File: src/design/mdc_pkg.sv
package mdc_pkg;

    localparam int MAX_EDGE    = 4;
    localparam int STORE_DEPTH = MAX_EDGE * MAX_EDGE;
    localparam int ADDR_W      = $clog2(STORE_DEPTH);
    localparam int IDX_W       = $clog2(MAX_EDGE);

    localparam int ELEM_W  = 16;
    localparam int SIZE_W  = 3;
    localparam int DET_W   = 64;
    localparam int MINOR_W = 34;   // 2x2 minor, |v| <= 2^31
    localparam int COF_W   = 52;   // 3x3 cofactor, |v| < 2^48
    localparam int ACC_W   = 70;   // 4x4 sum, |v| <= 2^66
    localparam int OPB_W   = 34;   // second multiplier operand
    localparam int PROD_W  = ELEM_W + OPB_W;
    localparam int HI_SHIFT = 26;  // cofactor split point for the multiplier

    localparam int N_MINOR = 6;
    localparam int N_COF   = 4;
    localparam int MIDX_W  = 3;
    localparam int CIDX_W  = 2;

    localparam logic [SIZE_W-1:0] SIZE_MIN   = 3'd2;
    localparam logic [SIZE_W-1:0] SIZE_MAX   = SIZE_W'(MAX_EDGE);
    localparam logic [SIZE_W-1:0] SIZE_RESET = SIZE_MAX;

    localparam int SHIFT_2 = 16;
    localparam int SHIFT_3 = 8;

    localparam int PC_W     = 6;
    localparam int PROG_LEN = 46;
    localparam logic [PC_W-1:0] START_4 = 6'd0;
    localparam logic [PC_W-1:0] START_3 = 6'd34;
    localparam logic [PC_W-1:0] START_2 = 6'd44;

    localparam logic OP_ADD   = 1'b0;
    localparam logic OP_SUB   = 1'b1;
    localparam logic ACC_KEEP = 1'b0;
    localparam logic ACC_CLR  = 1'b1;
    localparam logic SEQ_MORE = 1'b0;
    localparam logic SEQ_END  = 1'b1;

    typedef enum logic [2:0] {
        ST_LOAD  = 3'b001,
        ST_RUN   = 3'b010,
        ST_FLUSH = 3'b100
    } t_state;

    typedef enum logic [1:0] {
        SRC_ELEM   = 2'd0,
        SRC_MINOR  = 2'd1,
        SRC_COF_LO = 2'd2,
        SRC_COF_HI = 2'd3
    } t_src;

    typedef enum logic [1:0] {
        DST_NONE  = 2'd0,
        DST_MINOR = 2'd1,
        DST_COF   = 2'd2,
        DST_DET   = 2'd3
    } t_dst;

    // one multiply-accumulate step: acc[dst] (+|-)= elem[addr_a] * B
    typedef struct packed {
        logic [ADDR_W-1:0] addr_a;
        logic [ADDR_W-1:0] addr_b;
        t_src              src;
        logic [MIDX_W-1:0] src_idx;
        t_dst              dst;
        logic [MIDX_W-1:0] dst_idx;
        logic              neg;
        logic              clr;
        logic              last;
    } t_uop;

    function automatic logic [ADDR_W-1:0] ea(input int r, input int c);
        return ADDR_W'(r * MAX_EDGE + c);
    endfunction

    function automatic t_uop op_nop();
        t_uop u;
        u = '0;
        u.src = SRC_ELEM;
        u.dst = DST_NONE;
        return u;
    endfunction

    function automatic t_uop op_ee(input logic [ADDR_W-1:0] a, input logic [ADDR_W-1:0] b,
                                   input t_dst dst, input logic [MIDX_W-1:0] di,
                                   input logic neg, input logic clr, input logic last);
        t_uop u;
        u = op_nop();
        u.addr_a = a;
        u.addr_b = b;
        u.src = SRC_ELEM;
        u.dst = dst;
        u.dst_idx = di;
        u.neg = neg;
        u.clr = clr;
        u.last = last;
        return u;
    endfunction

    function automatic t_uop op_em(input logic [ADDR_W-1:0] a, input logic [MIDX_W-1:0] mi,
                                   input t_dst dst, input logic [MIDX_W-1:0] di,
                                   input logic neg, input logic clr, input logic last);
        t_uop u;
        u = op_nop();
        u.addr_a = a;
        u.src = SRC_MINOR;
        u.src_idx = mi;
        u.dst = dst;
        u.dst_idx = di;
        u.neg = neg;
        u.clr = clr;
        u.last = last;
        return u;
    endfunction

    function automatic t_uop op_ec(input logic [ADDR_W-1:0] a, input t_src src,
                                   input logic [MIDX_W-1:0] ci,
                                   input logic neg, input logic clr, input logic last);
        t_uop u;
        u = op_nop();
        u.addr_a = a;
        u.src = src;
        u.src_idx = ci;
        u.dst = DST_DET;
        u.neg = neg;
        u.clr = clr;
        u.last = last;
        return u;
    endfunction

    // Microcode. 4x4: minors of rows 2-3 (pairs 01,02,03,12,13,23), then
    // row-1 cofactors, then row-0 expansion. 3x3: minors of rows 1-2, then
    // row-0 expansion. 2x2: ad - bc. A nop parts phases so a finished
    // accumulator is read only after its last write.
    function automatic t_uop prog_rom(input logic [PC_W-1:0] pc);
        t_uop u;
        u = op_nop();
        case (pc)
            6'd0:  u = op_ee(ea(2,0), ea(3,1), DST_MINOR, 3'd0, OP_ADD, ACC_CLR,  SEQ_MORE);
            6'd1:  u = op_ee(ea(2,1), ea(3,0), DST_MINOR, 3'd0, OP_SUB, ACC_KEEP, SEQ_MORE);
            6'd2:  u = op_ee(ea(2,0), ea(3,2), DST_MINOR, 3'd1, OP_ADD, ACC_CLR,  SEQ_MORE);
            6'd3:  u = op_ee(ea(2,2), ea(3,0), DST_MINOR, 3'd1, OP_SUB, ACC_KEEP, SEQ_MORE);
            6'd4:  u = op_ee(ea(2,0), ea(3,3), DST_MINOR, 3'd2, OP_ADD, ACC_CLR,  SEQ_MORE);
            6'd5:  u = op_ee(ea(2,3), ea(3,0), DST_MINOR, 3'd2, OP_SUB, ACC_KEEP, SEQ_MORE);
            6'd6:  u = op_ee(ea(2,1), ea(3,2), DST_MINOR, 3'd3, OP_ADD, ACC_CLR,  SEQ_MORE);
            6'd7:  u = op_ee(ea(2,2), ea(3,1), DST_MINOR, 3'd3, OP_SUB, ACC_KEEP, SEQ_MORE);
            6'd8:  u = op_ee(ea(2,1), ea(3,3), DST_MINOR, 3'd4, OP_ADD, ACC_CLR,  SEQ_MORE);
            6'd9:  u = op_ee(ea(2,3), ea(3,1), DST_MINOR, 3'd4, OP_SUB, ACC_KEEP, SEQ_MORE);
            6'd10: u = op_ee(ea(2,2), ea(3,3), DST_MINOR, 3'd5, OP_ADD, ACC_CLR,  SEQ_MORE);
            6'd11: u = op_ee(ea(2,3), ea(3,2), DST_MINOR, 3'd5, OP_SUB, ACC_KEEP, SEQ_MORE);
            6'd12: u = op_nop();
            6'd13: u = op_em(ea(1,1), 3'd5, DST_COF, 3'd0, OP_ADD, ACC_CLR,  SEQ_MORE);
            6'd14: u = op_em(ea(1,2), 3'd4, DST_COF, 3'd0, OP_SUB, ACC_KEEP, SEQ_MORE);
            6'd15: u = op_em(ea(1,3), 3'd3, DST_COF, 3'd0, OP_ADD, ACC_KEEP, SEQ_MORE);
            6'd16: u = op_em(ea(1,0), 3'd5, DST_COF, 3'd1, OP_ADD, ACC_CLR,  SEQ_MORE);
            6'd17: u = op_em(ea(1,2), 3'd2, DST_COF, 3'd1, OP_SUB, ACC_KEEP, SEQ_MORE);
            6'd18: u = op_em(ea(1,3), 3'd1, DST_COF, 3'd1, OP_ADD, ACC_KEEP, SEQ_MORE);
            6'd19: u = op_em(ea(1,0), 3'd4, DST_COF, 3'd2, OP_ADD, ACC_CLR,  SEQ_MORE);
            6'd20: u = op_em(ea(1,1), 3'd2, DST_COF, 3'd2, OP_SUB, ACC_KEEP, SEQ_MORE);
            6'd21: u = op_em(ea(1,3), 3'd0, DST_COF, 3'd2, OP_ADD, ACC_KEEP, SEQ_MORE);
            6'd22: u = op_em(ea(1,0), 3'd3, DST_COF, 3'd3, OP_ADD, ACC_CLR,  SEQ_MORE);
            6'd23: u = op_em(ea(1,1), 3'd1, DST_COF, 3'd3, OP_SUB, ACC_KEEP, SEQ_MORE);
            6'd24: u = op_em(ea(1,2), 3'd0, DST_COF, 3'd3, OP_ADD, ACC_KEEP, SEQ_MORE);
            6'd25: u = op_nop();
            6'd26: u = op_ec(ea(0,0), SRC_COF_LO, 3'd0, OP_ADD, ACC_CLR,  SEQ_MORE);
            6'd27: u = op_ec(ea(0,0), SRC_COF_HI, 3'd0, OP_ADD, ACC_KEEP, SEQ_MORE);
            6'd28: u = op_ec(ea(0,1), SRC_COF_LO, 3'd1, OP_SUB, ACC_KEEP, SEQ_MORE);
            6'd29: u = op_ec(ea(0,1), SRC_COF_HI, 3'd1, OP_SUB, ACC_KEEP, SEQ_MORE);
            6'd30: u = op_ec(ea(0,2), SRC_COF_LO, 3'd2, OP_ADD, ACC_KEEP, SEQ_MORE);
            6'd31: u = op_ec(ea(0,2), SRC_COF_HI, 3'd2, OP_ADD, ACC_KEEP, SEQ_MORE);
            6'd32: u = op_ec(ea(0,3), SRC_COF_LO, 3'd3, OP_SUB, ACC_KEEP, SEQ_MORE);
            6'd33: u = op_ec(ea(0,3), SRC_COF_HI, 3'd3, OP_SUB, ACC_KEEP, SEQ_END);
            6'd34: u = op_ee(ea(1,0), ea(2,1), DST_MINOR, 3'd0, OP_ADD, ACC_CLR,  SEQ_MORE);
            6'd35: u = op_ee(ea(1,1), ea(2,0), DST_MINOR, 3'd0, OP_SUB, ACC_KEEP, SEQ_MORE);
            6'd36: u = op_ee(ea(1,0), ea(2,2), DST_MINOR, 3'd1, OP_ADD, ACC_CLR,  SEQ_MORE);
            6'd37: u = op_ee(ea(1,2), ea(2,0), DST_MINOR, 3'd1, OP_SUB, ACC_KEEP, SEQ_MORE);
            6'd38: u = op_ee(ea(1,1), ea(2,2), DST_MINOR, 3'd2, OP_ADD, ACC_CLR,  SEQ_MORE);
            6'd39: u = op_ee(ea(1,2), ea(2,1), DST_MINOR, 3'd2, OP_SUB, ACC_KEEP, SEQ_MORE);
            6'd40: u = op_nop();
            6'd41: u = op_em(ea(0,0), 3'd2, DST_DET, 3'd0, OP_ADD, ACC_CLR,  SEQ_MORE);
            6'd42: u = op_em(ea(0,1), 3'd1, DST_DET, 3'd0, OP_SUB, ACC_KEEP, SEQ_MORE);
            6'd43: u = op_em(ea(0,2), 3'd0, DST_DET, 3'd0, OP_ADD, ACC_KEEP, SEQ_END);
            6'd44: u = op_ee(ea(0,0), ea(1,1), DST_DET, 3'd0, OP_ADD, ACC_CLR,  SEQ_MORE);
            6'd45: u = op_ee(ea(0,1), ea(1,0), DST_DET, 3'd0, OP_SUB, ACC_KEEP, SEQ_END);
            default: u = op_nop();
        endcase
        return u;
    endfunction

endpackage

File: src/design/mdc_elem_if.sv
interface mdc_elem_if;
    logic                               valid;
    logic                               ready;
    logic signed [mdc_pkg::ELEM_W-1:0]  element_value;

    modport source (output valid, output element_value, input ready);
    modport sink   (input valid, input element_value, output ready);
endinterface

File: src/design/mdc_det_if.sv
interface mdc_det_if;
    logic                               valid;
    logic                               ready;
    logic signed [mdc_pkg::DET_W-1:0]   det_value;
    logic                               overflowed;

    modport source (output valid, output det_value, output overflowed, input ready);
    modport sink   (input valid, input det_value, input overflowed, output ready);
endinterface

File: src/design/mdc_ram.sv
module mdc_ram #(
    parameter int WIDTH = 16,
    parameter int DEPTH = 16,
    localparam int AW = $clog2(DEPTH)
) (
    input  logic             i_clk,
    input  logic             i_we,
    input  logic [AW-1:0]    i_waddr,
    input  logic [WIDTH-1:0] i_wdata,
    input  logic [AW-1:0]    i_raddr_a,
    input  logic [AW-1:0]    i_raddr_b,
    output logic [WIDTH-1:0] o_rdata_a,
    output logic [WIDTH-1:0] o_rdata_b
);

    logic [WIDTH-1:0] r_mem [DEPTH];
    logic [WIDTH-1:0] r_rdata_a;
    logic [WIDTH-1:0] r_rdata_b;

    always_ff @(posedge i_clk) begin
        if (i_we) begin
            r_mem[i_waddr] <= i_wdata;
        end
        r_rdata_a <= r_mem[i_raddr_a];
        r_rdata_b <= r_mem[i_raddr_b];
    end

    assign o_rdata_a = r_rdata_a;
    assign o_rdata_b = r_rdata_b;

endmodule

File: src/design/matrix_determinant_cofactor_core.sv
// After the last element beat the microcode runs: 2, 10 or 34 steps (2x2, 3x3, 4x4), each one
//   passing store read, multiply and accumulate; the result register then loads det_value.
// One shared 16x34 multiplier serves every step.
// Input ready only while loading; the result register frees the load of the next matrix.
// Reset (i_rst_n low, synchronous): size back to 4x4, load count and pipeline cleared;
//   element store contents are left as they are and are always rewritten before use.
module matrix_determinant_cofactor_core (
    input  logic                          i_clk,
    input  logic                          i_rst_n,
    input  logic                          i_cfg_we,
    input  logic [mdc_pkg::SIZE_W-1:0]    i_cfg_data,
    mdc_elem_if.sink                      i_elem,
    mdc_det_if.source                     o_det
);
    import mdc_pkg::*;

    // ---------------------------------------------------------------------
    // Control: load counters, sequencer
    // ---------------------------------------------------------------------
    t_state                 r_state;
    logic [IDX_W-1:0]       r_row;
    logic [IDX_W-1:0]       r_col;
    logic [SIZE_W-1:0]      r_size;
    logic [SIZE_W-1:0]      n_size;
    logic [PC_W-1:0]        r_pc;
    logic [PC_W-1:0]        start_pc;
    t_uop                   cur_op;

    logic                   elem_acc;
    logic                   col_end;
    logic                   row_end;
    logic                   out_load;

    // Pipeline: S0 issues store reads, S1 multiplies, S2 accumulates.
    logic                   r_v1;
    logic                   r_v2;
    t_uop                   r_op1;
    t_uop                   r_op2;
    logic [ELEM_W-1:0]      q_a;
    logic [ELEM_W-1:0]      q_b;
    logic signed [OPB_W-1:0]  opnd_b;
    logic signed [PROD_W-1:0] n_prod;
    logic signed [PROD_W-1:0] r_prod;

    // Accumulators: minors, cofactors, final determinant.
    logic signed [MINOR_W-1:0] r_minor [N_MINOR];
    logic signed [COF_W-1:0]   r_cof [N_COF];
    logic signed [ACC_W-1:0]   r_det;
    logic signed [ACC_W-1:0]   acc_term;
    logic signed [ACC_W-1:0]   acc_base;
    logic signed [ACC_W-1:0]   n_acc;
    logic signed [COF_W-1:0]   cof_sel;
    logic                      r_done;

    // Result register.
    logic                      r_out_valid;
    logic signed [DET_W-1:0]   r_out_det;
    logic                      r_out_ovf;
    logic signed [DET_W-1:0]   n_out_det;
    logic                      n_out_ovf;
    logic                      det_fits;

    assign elem_acc = i_elem.valid && i_elem.ready;
    assign col_end  = (SIZE_W'(r_col) == r_size - 3'd1);
    assign row_end  = (SIZE_W'(r_row) == r_size - 3'd1);
    assign cur_op   = prog_rom(r_pc);
    assign out_load = (r_state == ST_FLUSH) && r_done && (!r_out_valid || o_det.ready);

    assign i_elem.ready    = (r_state == ST_LOAD);
    assign o_det.valid     = r_out_valid;
    assign o_det.det_value = r_out_det;
    assign o_det.overflowed = r_out_ovf;

    // Size register clamps to the supported range.
    always_comb begin
        if (i_cfg_data < SIZE_MIN) begin
            n_size = SIZE_MIN;
        end else if (i_cfg_data > SIZE_MAX) begin
            n_size = SIZE_MAX;
        end else begin
            n_size = i_cfg_data;
        end
    end

    always_comb begin
        case (r_size)
            3'd2:    start_pc = START_2;
            3'd3:    start_pc = START_3;
            default: start_pc = START_4;
        endcase
    end

    always_ff @(posedge i_clk) begin
        if (!i_rst_n) begin
            r_state     <= ST_LOAD;
            r_row       <= '0;
            r_col       <= '0;
            r_size      <= SIZE_RESET;
            r_pc        <= '0;
            r_v1        <= 1'b0;
            r_v2        <= 1'b0;
            r_done      <= 1'b0;
            r_out_valid <= 1'b0;
        end else begin
            r_v1 <= (r_state == ST_RUN);
            r_v2 <= r_v1;

            if (r_v2 && r_op2.last) begin
                r_done <= 1'b1;
            end else if (out_load) begin
                r_done <= 1'b0;
            end

            if (out_load) begin
                r_out_valid <= 1'b1;
            end else if (o_det.ready) begin
                r_out_valid <= 1'b0;
            end

            case (r_state)
                ST_LOAD: begin
                    if (i_cfg_we) begin
                        // new size drops any partly loaded matrix
                        r_size <= n_size;
                        r_row  <= '0;
                        r_col  <= '0;
                    end else if (elem_acc) begin
                        if (col_end) begin
                            r_col <= '0;
                            if (row_end) begin
                                r_row   <= '0;
                                r_pc    <= start_pc;
                                r_state <= ST_RUN;
                            end else begin
                                r_row <= r_row + IDX_W'(1);
                            end
                        end else begin
                            r_col <= r_col + IDX_W'(1);
                        end
                    end
                end
                ST_RUN: begin
                    if (cur_op.last) begin
                        r_state <= ST_FLUSH;
                    end else begin
                        r_pc <= r_pc + PC_W'(1);
                    end
                end
                ST_FLUSH: begin
                    if (out_load) begin
                        r_state <= ST_LOAD;
                    end
                end
                default: begin
                    r_state <= ST_LOAD;
                end
            endcase
        end
    end

    // ---------------------------------------------------------------------
    // Element store: row-major at row*MAX_EDGE+col, whatever the size
    // ---------------------------------------------------------------------
    mdc_ram #(
        .WIDTH (ELEM_W),
        .DEPTH (STORE_DEPTH)
    ) u_store (
        .i_clk     (i_clk),
        .i_we      (elem_acc),
        .i_waddr   ({r_row, r_col}),
        .i_wdata   (i_elem.element_value),
        .i_raddr_a (cur_op.addr_a),
        .i_raddr_b (cur_op.addr_b),
        .o_rdata_a (q_a),
        .o_rdata_b (q_b)
    );

    // ---------------------------------------------------------------------
    // S1: operand select and the shared multiplier
    // ---------------------------------------------------------------------
    assign cof_sel = r_cof[r_op1.src_idx[CIDX_W-1:0]];

    always_comb begin
        case (r_op1.src)
            SRC_ELEM:   opnd_b = OPB_W'($signed(q_b));
            SRC_MINOR:  opnd_b = r_minor[r_op1.src_idx];
            // cofactor = hi * 2^26 + lo, lo taken unsigned
            SRC_COF_LO: opnd_b = $signed({{(OPB_W-HI_SHIFT){1'b0}}, cof_sel[HI_SHIFT-1:0]});
            SRC_COF_HI: opnd_b = OPB_W'($signed(cof_sel[COF_W-1:HI_SHIFT]));
            default:    opnd_b = '0;
        endcase
    end

    assign n_prod = $signed(q_a) * opnd_b;

    // ---------------------------------------------------------------------
    // S2: accumulate into the addressed register
    // ---------------------------------------------------------------------
    always_comb begin
        if (r_op2.src == SRC_COF_HI) begin
            acc_term = ACC_W'(r_prod) <<< HI_SHIFT;
        end else begin
            acc_term = ACC_W'(r_prod);
        end

        case (r_op2.dst)
            DST_MINOR: acc_base = ACC_W'(r_minor[r_op2.dst_idx]);
            DST_COF:   acc_base = ACC_W'(r_cof[r_op2.dst_idx[CIDX_W-1:0]]);
            DST_DET:   acc_base = r_det;
            default:   acc_base = '0;
        endcase
        if (r_op2.clr) begin
            acc_base = '0;
        end

        n_acc = r_op2.neg ? (acc_base - acc_term) : (acc_base + acc_term);
    end

    // ---------------------------------------------------------------------
    // Output scaling to Q32.32; only a 4x4 result can leave 64 bits
    // ---------------------------------------------------------------------
    assign det_fits = (&r_det[ACC_W-1:DET_W-1]) || !(|r_det[ACC_W-1:DET_W-1]);

    always_comb begin
        n_out_ovf = 1'b0;
        case (r_size)
            3'd2: n_out_det = {r_det[DET_W-1-SHIFT_2:0], {SHIFT_2{1'b0}}};
            3'd3: n_out_det = {r_det[DET_W-1-SHIFT_3:0], {SHIFT_3{1'b0}}};
            default: begin
                if (det_fits) begin
                    n_out_det = r_det[DET_W-1:0];
                end else begin
                    n_out_ovf = 1'b1;
                    n_out_det = r_det[ACC_W-1] ? {1'b1, {(DET_W-1){1'b0}}}
                                               : {1'b0, {(DET_W-1){1'b1}}};
                end
            end
        endcase
    end

    always_ff @(posedge i_clk) begin
        r_op1  <= cur_op;
        r_op2  <= r_op1;
        r_prod <= n_prod;
        if (r_v2) begin
            case (r_op2.dst)
                DST_MINOR: r_minor[r_op2.dst_idx] <= n_acc[MINOR_W-1:0];
                DST_COF:   r_cof[r_op2.dst_idx[CIDX_W-1:0]] <= n_acc[COF_W-1:0];
                DST_DET:   r_det <= n_acc;
                default: ;
            endcase
        end
        if (out_load) begin
            r_out_det <= n_out_det;
            r_out_ovf <= n_out_ovf;
        end
    end

`ifndef NO_ASSERTIONS
    a_size_range: assert property (@(posedge i_clk) disable iff (!i_rst_n)
        (r_size >= SIZE_MIN) && (r_size <= SIZE_MAX))
        else $error("matrix size register out of range");

    a_busy_after_last: assert property (@(posedge i_clk) disable iff (!i_rst_n)
        (elem_acc && !i_cfg_we && col_end && row_end) |=> !i_elem.ready)
        else $error("still ready after the last element beat");

    a_out_from_done: assert property (@(posedge i_clk) disable iff (!i_rst_n)
        $rose(r_out_valid) |-> $past(r_done))
        else $error("result shown before the sequence finished");

    a_pc_range: assert property (@(posedge i_clk) disable iff (!i_rst_n)
        (r_state == ST_RUN) |-> (r_pc < PC_W'(PROG_LEN)))
        else $error("sequencer ran past the microcode");

    a_drained_in_load: assert property (@(posedge i_clk) disable iff (!i_rst_n)
        (r_state == ST_LOAD) |-> !r_v2)
        else $error("accumulate step in flight while loading");
`endif

endmodule
File: src/flat_wrapper.sv
// flat-port wrapper written by rule: the top's interface ports become plain ports
module matrix_determinant_cofactor_core_flat import mdc_pkg::*;
  (i_clk, i_rst_n, i_cfg_we, i_cfg_data, i_elem_valid, i_elem_element_value, i_elem_ready, o_det_valid, o_det_det_value, o_det_overflowed, o_det_ready);
  mdc_elem_if i_elem_i ();
  mdc_det_if o_det_i ();
  input  logic i_clk;
  input  logic i_rst_n;
  input  logic i_cfg_we;
  input  logic [mdc_pkg::SIZE_W-1:0] i_cfg_data;
  input wire logic [$bits(i_elem_i.valid)-1:0] i_elem_valid;
  input wire logic [$bits(i_elem_i.element_value)-1:0] i_elem_element_value;
  output wire logic [$bits(i_elem_i.ready)-1:0] i_elem_ready;
  output wire logic [$bits(o_det_i.valid)-1:0] o_det_valid;
  output wire logic [$bits(o_det_i.det_value)-1:0] o_det_det_value;
  output wire logic [$bits(o_det_i.overflowed)-1:0] o_det_overflowed;
  input wire logic [$bits(o_det_i.ready)-1:0] o_det_ready;
  assign i_elem_i.valid = i_elem_valid;
  assign i_elem_i.element_value = i_elem_element_value;
  assign i_elem_ready = i_elem_i.ready;
  assign o_det_valid = o_det_i.valid;
  assign o_det_det_value = o_det_i.det_value;
  assign o_det_overflowed = o_det_i.overflowed;
  assign o_det_i.ready = o_det_ready;
  matrix_determinant_cofactor_core u_core (.i_clk(i_clk), .i_rst_n(i_rst_n), .i_cfg_we(i_cfg_we), .i_cfg_data(i_cfg_data), .i_elem(i_elem_i), .o_det(o_det_i));
endmodule
File: config.mk
export PLATFORM = sky130hd
export DESIGN_NAME = matrix_determinant_cofactor_core_flat
export DESIGN_NICKNAME = d
export VERILOG_FILES = /design/src/design/mdc_pkg.sv /design/src/design/mdc_elem_if.sv /design/src/design/mdc_det_if.sv /design/src/design/mdc_ram.sv /design/src/design/matrix_determinant_cofactor_core.sv /design/src/flat_wrapper.sv
export SDC_FILE = /design/constraint.sdc
export NUM_CORES = 2
export LEC_CHECK = 0
export ABC_CLOCK_PERIOD_IN_PS = 8200
export BUFFER_PORTS_ARGS = -buffer_cell sky130_fd_sc_hd__clkbuf_2
export CAP_MARGIN = 20
export CORE_MARGIN = 4
export CORE_UTILIZATION = 59
export DETAILED_ROUTE_END_ITERATION = 12
export PLACE_DENSITY = 0.87
export SLEW_MARGIN = 15
export SYNTH_ARGS = -nofsm -noshare
export SYNTH_HDL_FRONTEND = slang
export SYNTH_SLANG_ARGS = --single-unit
File: constraint.sdc
create_clock -name i_clk -period 8.2 [get_ports i_clk]
set_input_delay 0 -clock i_clk [delete_from_list [all_inputs] [get_ports i_clk]]
set_output_delay 0 -clock i_clk [all_outputs]
set_load 0.01 [all_outputs]
==> results_dict.tcl <==
set metrics [dict create \
    required_ns 8.75 \
    hold_viol 0 \
    slew_headroom_pct 15.8 \
    yosys.cell_types.count 88 \
    clkSinkCount 949 \
    grt_max_degree 66 \
    synth_nets 6325 \
    grt_setup_unrepaired "yes" \
    slowest_stage "a211oi_1" \
    die_area_mm2 0.119 \
    syn-instance-count 5582 \
    ys_async_sr_fraction_pct 0 \
    cp-start-kind "flop" \
    cts.root.buffer_cell "clkbuf_16" \
    gr-total-overflow 0 \
    regToRegSetupSlack_ns 0.14 \
    clock.fmax_ghz 0.124 \
    routedWlPerCell_um 29.3 \
    vias 50000 \
    h-tree-depth 3 \
    grt_util_all_layers_pct 35.5 \
    timing.final.ws_setup_ns 0.145 \
    core_area_mm2 0.112 \
    p_leak_nw 28.2 \
    irDropWorstVdd_v 0.000184 \
    rows 123 \
    ys_seq_area_share_pct 40.5 \
    routed_wl_mm 214 \
    numCtsBuffers 93 \
    grt_pass1_vias 50100 \
    finalSetupViolations 0 \
    antenna_found_initial 16 \
    crit_type "flop to flop" \
    clkTransAtPathRegs_ns 0.07 \
    dp.cells 6996 \
    place_congestion 1.01 \
    status "finished clean" \
    clk_latency_ns 0.69 \
    synth_area_leaders "edfxtp_1 36%, fa_1 15%, mux4_2 12%" \
    layout.cells.non_filler 7281 \
    hp-class "input pin to flop" \
    io_pins 91 \
    drc 0 \
    drt_first_pass_iters 9 \
    pre_cts_ws_ns -0.00395 \
    drt_iter0_markers 8136 \
    dp.final_hpwl_mm 143 \
    period_share_pct 98.2 \
    path_common_cell "fa_1" \
    syn_area_per_cell_um2 12.0 \
    area_growth_pct 10.6 \
    min_period_ns 8.06 \
    start_util_pct 59.4 \
    worst_slew_pin_slew_ns 1.26 \
    synth_top_area_share_pct 36.1 \
    synth_edf_count 803 \
    grt_first_pass_wirelength_mm 313 \
    maxSlewViolCount 0 \
    holdWs_ns 0.249 \
    dieWidth_um 345 \
    synth_area_mm2 0.0668 \
    yosysTopAreaCell "edfxtp_1" \
    vias_per_cell 6.87 \
    cts_tree "done" \
    powerDensity_mw_per_mm2 180 \
    fill_cells 7623 \
    ys_seq_elements 949 \
    fin_util_pct 65.7 \
    max_stage_delay_ns 0.69 \
    drive_gt1_share_pct 16.8 \
    finalClockSkew_ns 0.0255 \
    synthFlopType "edfxtp_1" \
    max_cap_violations 0 \
    end_kind "flop" \
    clk_path_buf_depth 3 \
    ant_nets 0 \
    worst_ep_arrival_time_ns 8.61 \
    numPortBuffers 90 \
    worst_hold_startpoint "i_elem_valid" \
    finalNetCount 6432 \
    synth_common_cells "803 x edfxtp_1, 642 x inv_1, 577 x nand2_1" \
    ys_warn_count 0 \
    die_height_um 345 \
    yosysMostFrequentCell "edfxtp_1" \
    crit_fanout 14 \
]
## placed cells by master (no fill, tap or decap), drive strengths merged, types with 95 or more instances in the layout
master  instances
dfxtp         146
nand2         578
and2          298
mux2i          95
buf           212
inv           650
edfxtp        803
fa            515
a21oi         305
o21ai         151
clkbuf        207
ha            204
mux4          362
nor2          227
## layer usage
layer	global-route usage (%)	up-vias	routed length (µm)
met5	0	-	135
met4	22.9	14	17800
met3	10.5	1088	30900
met2	54.1	4617	95000
met1	44.7	24300	69700
li1	-	20000	-
## state kept, by name, summed over array words and instances, names as in the netlist, named ones only
| name | flops |
|---|---|
| u_core.r_v1 | 1 |
| u_core.cur_op | 21 |
| u_core.r_pc | 6 |
| u_core.r_op2 | 10 |
| u_core.o_det.overflowed | 1 |
| u_core.r_prod | 50 |
| u_core.r_minor | 204 |
| u_core.r_state | 3 |
| u_core.u_store.o_rdata_a | 16 |
| u_core.r_done | 1 |
| u_core.o_det.det_value | 64 |
| u_core.r_op1 | 10 |
| u_core.u_store.r_mem | 256 |
| u_core.r_v2 | 1 |
| u_core.r_det | 70 |
| u_core.u_store.o_rdata_b | 16 |
| u_core.r_row | 2 |
| u_core.r_col | 2 |
| u_core.r_cof | 208 |
| u_core.o_det.valid | 1 |
| u_core.r_size | 3 |
## metrics by stage
step	TNS (ns)	area (µm²)	total power [mW]
6_report	0	73900	13.3
5_1_grt	-0.335	73900	13.7
4_1_cts	0	72600	13.1
3_5_place_dp	-0.00395	69400	8.81
3_3_place_gp	0	69400	8.74
2_1_floorplan	0	66800	7.73
## layout make-up
| class | count | area (µm²) | share of cell area, % |
|---|---|---|---|
| Antenna cell | 17 | 42.5 | 0.0576 |
| Clock buffer | 109 | 2410 | 3.26 |
| Multi-Input combinational cell | 3662 | 36600 | 49.5 |
| Clock inverter | 61 | 589 | 0.798 |
| Sequential cell | 949 | 27100 | 36.6 |
| Inverter | 646 | 2420 | 3.28 |
| Tap cell | 1500 | 1880 | 2.54 |
| Timing Repair Buffer | 337 | 2890 | 3.91 |
## worst max-delay path, delay by kind of cell, from the launching register on
kind            cells  cell delay (ns)
xor+xnor            1             0.16
compound gates     10             2.18
flops               1             0.38
mux                 1             0.34
simple gates        3             0.57
buf+inv             9             1.20
fa+ha+maj           7             3.08
## path summary, 6_finish.rpt
kind,to,depth (start not counted)
min,u_core.r_col[1],5
max,u_core.r_prod[47],31
max reg2reg,u_core.r_prod[47],31
min reg2reg,u_core.r_op1[5],0
## repair_timing
item	in CTS	in global routing
setup buffers	0	52
hold endpoints to repair	274	0
cloned	0	9
hold buffers	27	0
endpoints found under the setup margin	3	17
gates resized for setup	2	68
pin swaps	0	10
## power breakdown
part / switching [mW] / internal [mW] / leakage [nW]
Sequential: 0.329 / 5.64 / 8.44
Combinational: 1.96 / 1.02 / 18.3
Clock: 1.97 / 2.35 / 1.45
Total: 4.26 / 9.02 / 28.2
## kinds of logic after synthesis
family	share of synthesized area, %
flip-flops	40.5
buffers and inverters	5.51
AO/OA/AOI/OAI	8.07
XOR/XNOR	2.35
AND/OR/NAND/NOR	10.0
multiplexers	14.3
adder cells (fa/ha/maj)	19.2
Power figures use the tool's default switching activity.
